$ cat src/design/esd_pkg.sv
// Shared types, character codes and helpers for the escape sequence decoder.
package esd_pkg;

  // Default width of one decoded code unit.
  localparam int CODE_WIDTH_DEF = 16;

  // Width of the collected hex value; a run holds at most four digits.
  localparam int HEX_W = 16;

  // Character codes that steer the decoder.
  localparam logic [7:0] CH_BSLASH = 8'h5C;
  localparam logic [7:0] CH_X      = 8'h78;
  localparam logic [7:0] CH_U      = 8'h75;
  localparam logic [7:0] CH_N      = 8'h6E;
  localparam logic [7:0] CH_R      = 8'h72;
  localparam logic [7:0] CH_T      = 8'h74;
  localparam logic [7:0] CH_LF     = 8'h0A;
  localparam logic [7:0] CH_CR     = 8'h0D;
  localparam logic [7:0] CH_TAB    = 8'h09;

  // Digit counts that close a run.
  localparam logic [2:0] X_DIGITS = 3'd2;
  localparam logic [2:0] U_DIGITS = 3'd4;

  typedef enum logic [3:0] {
    M_PLAIN = 4'b0001,
    M_ESC   = 4'b0010,
    M_HEXX  = 4'b0100,
    M_HEXU  = 4'b1000
  } mode_t;

  typedef struct packed {
    logic       is_hex;
    logic [3:0] val;
  } nibble_t;

  // Decodes one ASCII hex digit of either case.
  function automatic nibble_t nibble_of(input logic [7:0] b);
    nibble_t r;
    r.is_hex = 1'b0;
    r.val    = 4'd0;
    if (b >= 8'h30 && b <= 8'h39) begin
      r.is_hex = 1'b1;
      r.val    = 4'(b - 8'h30);
    end else if (b >= 8'h61 && b <= 8'h66) begin
      r.is_hex = 1'b1;
      r.val    = 4'(b - 8'h57);
    end else if (b >= 8'h41 && b <= 8'h46) begin
      r.is_hex = 1'b1;
      r.val    = 4'(b - 8'h37);
    end
    return r;
  endfunction

endpackage

$ cat src/design/escape_sequence_decoder_core.sv
// Top level of the backslash escape decoder: decode logic and result queue.
//
// Usage: the string enters one byte per request on the input channel
// (in_valid / in_ready, with in_byte and in_last marking the final byte).
// Decoded code units leave on the output channel (out_valid / out_ready,
// with code_unit and out_last marking the final unit of the string).
// Each accepted byte is decoded in the cycle it is accepted and gives zero,
// one or two results, which are written into a four-entry result queue.
// A result is presented the cycle after its byte is accepted when the queue
// is empty. Throughput is one byte per cycle while in_ready is high;
// in_ready depends only on the queue fill and stays high while at least two
// entries are free, so a byte that closes a hex run with a second result
// does not hold up the input unless the receiver stalls.
// When the receiver holds out_ready low, results collect in the queue and
// in_ready drops once fewer than two entries remain free; nothing is lost.
// Synchronous reset empties the queue and returns the decoder to plain text
// with no hex run in progress; the next byte starts a new string.
module escape_sequence_decoder_core
  import esd_pkg::*;
#(
  parameter int CODE_WIDTH = CODE_WIDTH_DEF
) (
  input  logic                  clk,
  input  logic                  rst,
  input  logic                  in_valid,
  output logic                  in_ready,
  input  logic [7:0]            in_byte,
  input  logic                  in_last,
  output logic                  out_valid,
  input  logic                  out_ready,
  output logic [CODE_WIDTH-1:0] code_unit,
  output logic                  out_last
);

  localparam int QDEPTH = 4;
  localparam int QPTR_W = $clog2(QDEPTH);
  localparam int QCNT_W = $clog2(QDEPTH + 1);

  // Decoder state.
  mode_t             mode, mode_next;
  logic [HEX_W-1:0]  hex_value, hex_value_next;
  logic [2:0]        digit_count, digit_count_next;

  // Results of the byte being accepted.
  logic [1:0]            n_res;
  logic [CODE_WIDTH-1:0] r0_unit, r1_unit;
  logic                  r0_last, r1_last;

  // Result queue.
  logic [CODE_WIDTH-1:0] q_unit [QDEPTH];
  logic                  q_last [QDEPTH];
  logic [QPTR_W-1:0]     wr_ptr, rd_ptr;
  logic [QCNT_W-1:0]     count;

  logic in_acc, out_acc;
  nibble_t nib;
  logic [HEX_W-1:0] hex_shift;
  logic [2:0] cnt_inc;
  logic [CODE_WIDTH-1:0] byte_unit;

  // Room for two results is kept free whenever a byte may enter.
  assign in_ready  = (count <= QCNT_W'(QDEPTH - 2));
  assign in_acc    = in_valid && in_ready;
  assign out_valid = (count != '0);
  assign out_acc   = out_valid && out_ready;
  assign code_unit = q_unit[rd_ptr];
  assign out_last  = q_last[rd_ptr];

  assign nib       = nibble_of(in_byte);
  assign hex_shift = {hex_value[HEX_W-5:0], nib.val};
  assign cnt_inc   = digit_count + 3'd1;
  assign byte_unit = CODE_WIDTH'(in_byte);

  always_comb begin
    mode_next        = mode;
    hex_value_next   = hex_value;
    digit_count_next = digit_count;
    n_res            = 2'd0;
    r0_unit          = byte_unit;
    r0_last          = in_last;
    r1_unit          = byte_unit;
    r1_last          = in_last;
    unique case (mode)
      M_PLAIN: begin
        if (in_byte == CH_BSLASH && !in_last) begin
          mode_next = M_ESC;
        end else begin
          n_res = 2'd1;
        end
      end
      M_ESC: begin
        mode_next = M_PLAIN;
        n_res     = 2'd1;
        if (in_byte == CH_N) begin
          r0_unit = CODE_WIDTH'(CH_LF);
        end else if (in_byte == CH_R) begin
          r0_unit = CODE_WIDTH'(CH_CR);
        end else if (in_byte == CH_T) begin
          r0_unit = CODE_WIDTH'(CH_TAB);
        end else if (in_byte == CH_X || in_byte == CH_U) begin
          hex_value_next   = '0;
          digit_count_next = 3'd0;
          if (!in_last) begin
            n_res     = 2'd0;
            mode_next = (in_byte == CH_X) ? M_HEXX : M_HEXU;
          end
        end
      end
      M_HEXX, M_HEXU: begin
        if (nib.is_hex) begin
          hex_value_next   = hex_shift;
          digit_count_next = cnt_inc;
          if (cnt_inc >= ((mode == M_HEXX) ? X_DIGITS : U_DIGITS)) begin
            n_res   = 2'd1;
            r0_unit = CODE_WIDTH'(hex_shift);
          end else if (in_last) begin
            n_res   = 2'd1;
            r0_unit = (mode == M_HEXX) ? CODE_WIDTH'(hex_shift) : CODE_WIDTH'(CH_U);
          end
          if (n_res != 2'd0) begin
            mode_next        = M_PLAIN;
            hex_value_next   = '0;
            digit_count_next = 3'd0;
          end
        end else begin
          // A non-hex byte closes the run, then is taken as plain text.
          hex_value_next   = '0;
          digit_count_next = 3'd0;
          r0_last          = 1'b0;
          if (mode == M_HEXU) begin
            r0_unit = CODE_WIDTH'(CH_U);
          end else if (digit_count != 3'd0) begin
            r0_unit = CODE_WIDTH'(hex_value);
          end else begin
            r0_unit = CODE_WIDTH'(CH_X);
          end
          if (in_byte == CH_BSLASH && !in_last) begin
            mode_next = M_ESC;
            n_res     = 2'd1;
          end else begin
            mode_next = M_PLAIN;
            n_res     = 2'd2;
          end
        end
      end
      default: begin
        mode_next = M_PLAIN;
      end
    endcase
  end

  always_ff @(posedge clk) begin
    if (rst) begin
      mode        <= M_PLAIN;
      hex_value   <= '0;
      digit_count <= 3'd0;
    end else if (in_acc) begin
      mode        <= mode_next;
      hex_value   <= hex_value_next;
      digit_count <= digit_count_next;
    end
  end

  // Queue payload needs no reset.
  always_ff @(posedge clk) begin
    if (in_acc && n_res != 2'd0) begin
      q_unit[wr_ptr] <= r0_unit;
      q_last[wr_ptr] <= r0_last;
    end
    if (in_acc && n_res == 2'd2) begin
      q_unit[wr_ptr + QPTR_W'(1)] <= r1_unit;
      q_last[wr_ptr + QPTR_W'(1)] <= r1_last;
    end
  end

  always_ff @(posedge clk) begin
    if (rst) begin
      wr_ptr <= '0;
      rd_ptr <= '0;
      count  <= '0;
    end else begin
      if (in_acc) begin
        wr_ptr <= wr_ptr + QPTR_W'(n_res);
      end
      if (out_acc) begin
        rd_ptr <= rd_ptr + QPTR_W'(1);
      end
      count <= count + (in_acc ? QCNT_W'(n_res) : QCNT_W'(0))
                     - (out_acc ? QCNT_W'(1) : QCNT_W'(0));
    end
  end

endmodule

$ cat config.mk
export PLATFORM = sky130hd
export DESIGN_NAME = escape_sequence_decoder_core
export DESIGN_NICKNAME = d
export VERILOG_FILES = /design/src/design/esd_pkg.sv /design/src/design/escape_sequence_decoder_core.sv
export SDC_FILE = /design/constraint.sdc
export NUM_CORES = 1
export LEC_CHECK = 0
export BUFFER_PORTS_ARGS = -buffer_cell sky130_fd_sc_hd__buf_2
export CORE_ASPECT_RATIO = 0.5
export CORE_MARGIN = 4
export CORE_UTILIZATION = 45
export CTS_BUF_LIST = sky130_fd_sc_hd__clkbuf_4 sky130_fd_sc_hd__clkbuf_8
export CTS_CLUSTER_DIAMETER = 50
export CTS_CLUSTER_SIZE = 28
export DETAILED_ROUTE_END_ITERATION = 8
export HOLD_SLACK_MARGIN = 0.02
export PLACE_DENSITY = 0.69
export SYNTH_ARGS = -nofsm -noshare
export SYNTH_HDL_FRONTEND = slang
export SYNTH_SLANG_ARGS = --single-unit
export TNS_END_PERCENT = 5
$ cat constraint.sdc
create_clock -name clk -period 5.2 [get_ports clk]
set_input_delay 0.26 -clock clk [delete_from_list [all_inputs] [get_ports clk]]
set_output_delay 0.26 -clock clk [all_outputs]
set_load 0.01 [all_outputs]
==> impl_metrics.ini <==
[status]
status = finished clean

[clock_tree]
cts_made_buffers = 9
cts_sinks = 100
cts_setup_buffers = 0
cts_resized = 0
clock_latency_ns = 0.40
clock_path_buffers = 2
h-tree-depth = 3
clk_pin_slew_ns = 0.10
cts_tree = built
cts-root-buf = clkbuf_8
cts_hold_repair.buffers = 0

[grt]
grt_max_degree = 22
antenna_found_initial = 0
grt_overflow = 0
grt_pass1_wl_um = 22400
first_global_vias = 4165
grt_usage_pct = 20.3

[placed_design]
port_buffers = 31
dp_hpwl_um = 9780
place_congestion = 0.904

[job]
maxCapViolCount = 0

[setup_path]
arrival_ns = 4.34
cp.required_ns = 5.47
timing.reg2reg.setup_slack_ns = 1.13
cp-end-kind = flip-flop
crit_type = flip-flop to flip-flop
r2r_cells = 15
worstPathMaxFanout = 9
start_kind = flip-flop

[timing]
fmax_ghz = 0.246
slew_headroom_pct = 12.2
hold-worst-slack_ns = 0.232
setup_violations = 0
fin_skew_ns = 0.0215
period_share_pct = 78.3
drv_slew = 0
worstMarginPinSlew_ns = 1.30
hold_viol = 0
post-route-min-period_ns = 4.07
fin_setup_tns_ns = 0
rsz0062_at_grt = false

[drt]
routedWlPerCell_um = 19.3
antenna_left = 0
drc = 0
drt_wl_total_um = 13800
via_per_inst = 6.07
firstDrtPassIters = 5
drt_iter0_markers = 405
via_count = 4344

[die]
core_um2 = 11400
die_h_um = 85.5
dieArea_um2 = 13900
die_x_um = 163
num_io_pins = 32
start_util_pct = 47.6
row_count = 27

[synthesis]
ys_seq_elements = 100
synth_flop_cell = dfxtp_1
synthCells = 538
yosysUniqueCellTypes = 76
avgSynthCellArea_um2 = 10.0
synth_nets = 564
yosysSeqAreaShare_pct = 43.7
ys_async_sr_fraction_pct = 0
synth_edf_count = 36
synth_area_um2 = 5410
yosys_warnings = 0

[cells_and_area]
drive_gt1_share_pct = 18.0
num-fill-cells = 1066
antennaDiodeCount = 0
final_cell_mix = dfxtp_1 (64), nor2_1 (62), nand2_1 (39)
area_delta_synth_final_pct = 8.68
layout_commonest_cell = dfxtp_1
layout.nets = 578

[power]
leakagePower_nw = 2.03
ir_worst_vdd_mv = 0.192
p_per_area_nw_per_um2 = 394

[min_path]
hold_class = input port to flip-flop
min_path_cells = 2
-- path summary, 6_finish.rpt --
path	end	start
max	count[2]	mode[2]
min	mode[1]	rst
max reg2reg	count[2]	mode[2]
min reg2reg	hex_value[14]	hex_value[14]
-- final cells by class --
type                            instances  area (um^2)  area share, %
Clock inverter                          6         55.1          0.937
Multi-Input combinational cell        386         2830           48.2
Tap cell                              159          199           3.39
Timing Repair Buffer                   43          245           4.17
Inverter                               12         45.0          0.767
Sequential cell                       100         2360           40.2
Clock buffer                           10          138           2.34
-- cell usage after synthesis (all sizes together), types with 3 or more instances --
| master | count | area, um^2 |
|---|---|---|
| a211o | 3 | 26.3 |
| dfxtp | 64 | 1280 |
| edfxtp | 36 | 1080 |
| ha | 12 | 150 |
| nor4 | 4 | 31.3 |
| and4b | 3 | 30.0 |
| o21ai | 17 | 88.8 |
| mux2 | 3 | 33.8 |
| nand3 | 7 | 40.0 |
| and2 | 4 | 25.0 |
| buf | 17 | 87.6 |
| mux2i | 3 | 30.0 |
| a211oi | 37 | 283 |
| nor4b | 4 | 41.3 |
| a221oi | 3 | 26.3 |
| o31ai | 4 | 30.0 |
| inv | 12 | 45.0 |
| a22oi | 13 | 97.6 |
| a22o | 26 | 228 |
| xnor2 | 5 | 43.8 |
| nand3b | 3 | 22.5 |
| nor2 | 64 | 245 |
| nor3 | 13 | 91.3 |
| clkbuf | 23 | 86.3 |
| a21oi | 32 | 164 |
| nand2b | 4 | 25.0 |
| or3 | 7 | 43.8 |
| mux4 | 17 | 383 |
| o22ai | 17 | 106 |
| nand2 | 39 | 146 |
-- flip-flops by register name, summed over array words and instances (netlist names), named ones only --
register,flops
q_last,4
wr_ptr,2
q_unit,64
hex_value,16
digit_count,3
rd_ptr,2
mode,4
count,3
-- logic make-up after synthesis --
group / share of synthesized area [%]
adder cells (fa/ha/maj): 3.15
AND/OR/NAND/NOR: 16.5
AO/OA/AOI/OAI: 23.2
multiplexers: 8.26
flip-flops: 43.7
buffers and inverters: 4.05
XOR/XNOR: 1.13
-- power by group --
part,switching (W),leakage (nW),internal [W]
clock network,0.000307,0.103,0.000197
logic,0.000362,1.08,0.000364
registers,0.0000897,0.846,0.000994
-- per-stage QoR --
step,instances,instance area (um^2),utilization [%],setup slack (ns),power (W)
3_5_place_dp,700,5680,50.1,1.20,0.00184
5_1_grt,716,5880,51.8,0.829,0.00245
4_1_cts,716,5880,51.8,1.18,0.00233
6_report,716,5880,51.8,1.13,0.00231
3_3_place_gp,700,5680,50.1,1.37,0.00182
2_1_floorplan,538,5410,-,1.60,0.00162
-- per-layer routing --
| layer | up-vias | global-route usage, % | share of wire (%) |
|---|---|---|---|
| met5 | - | 0 | 0 |
| met4 | 0 | 5.02 | 1.2 |
| met3 | 18 | 5.23 | 6.8 |
| met2 | 164 | 31.4 | 44 |
| met1 | 2067 | 28.7 | 48 |
| li1 | 2095 | - | - |
-- worst max-delay path, stage by stage (launching register included) --
cell and delay (ns):
dfxtp_1 0.47, nor4b_2 0.56, ha_1 0.33, a21bo_2 0.25
a211o_1 0.43, a21oi_2 0.40, o31ai_1 0.20, nand2_1 0.12
ha_1 0.23, inv_1 0.06, ha_1 0.12, inv_1 0.04
fa_1 0.37, xnor2_1 0.18, xnor2_1 0.14, nor2_1 0.05
Power figures use the tool's default switching activity.
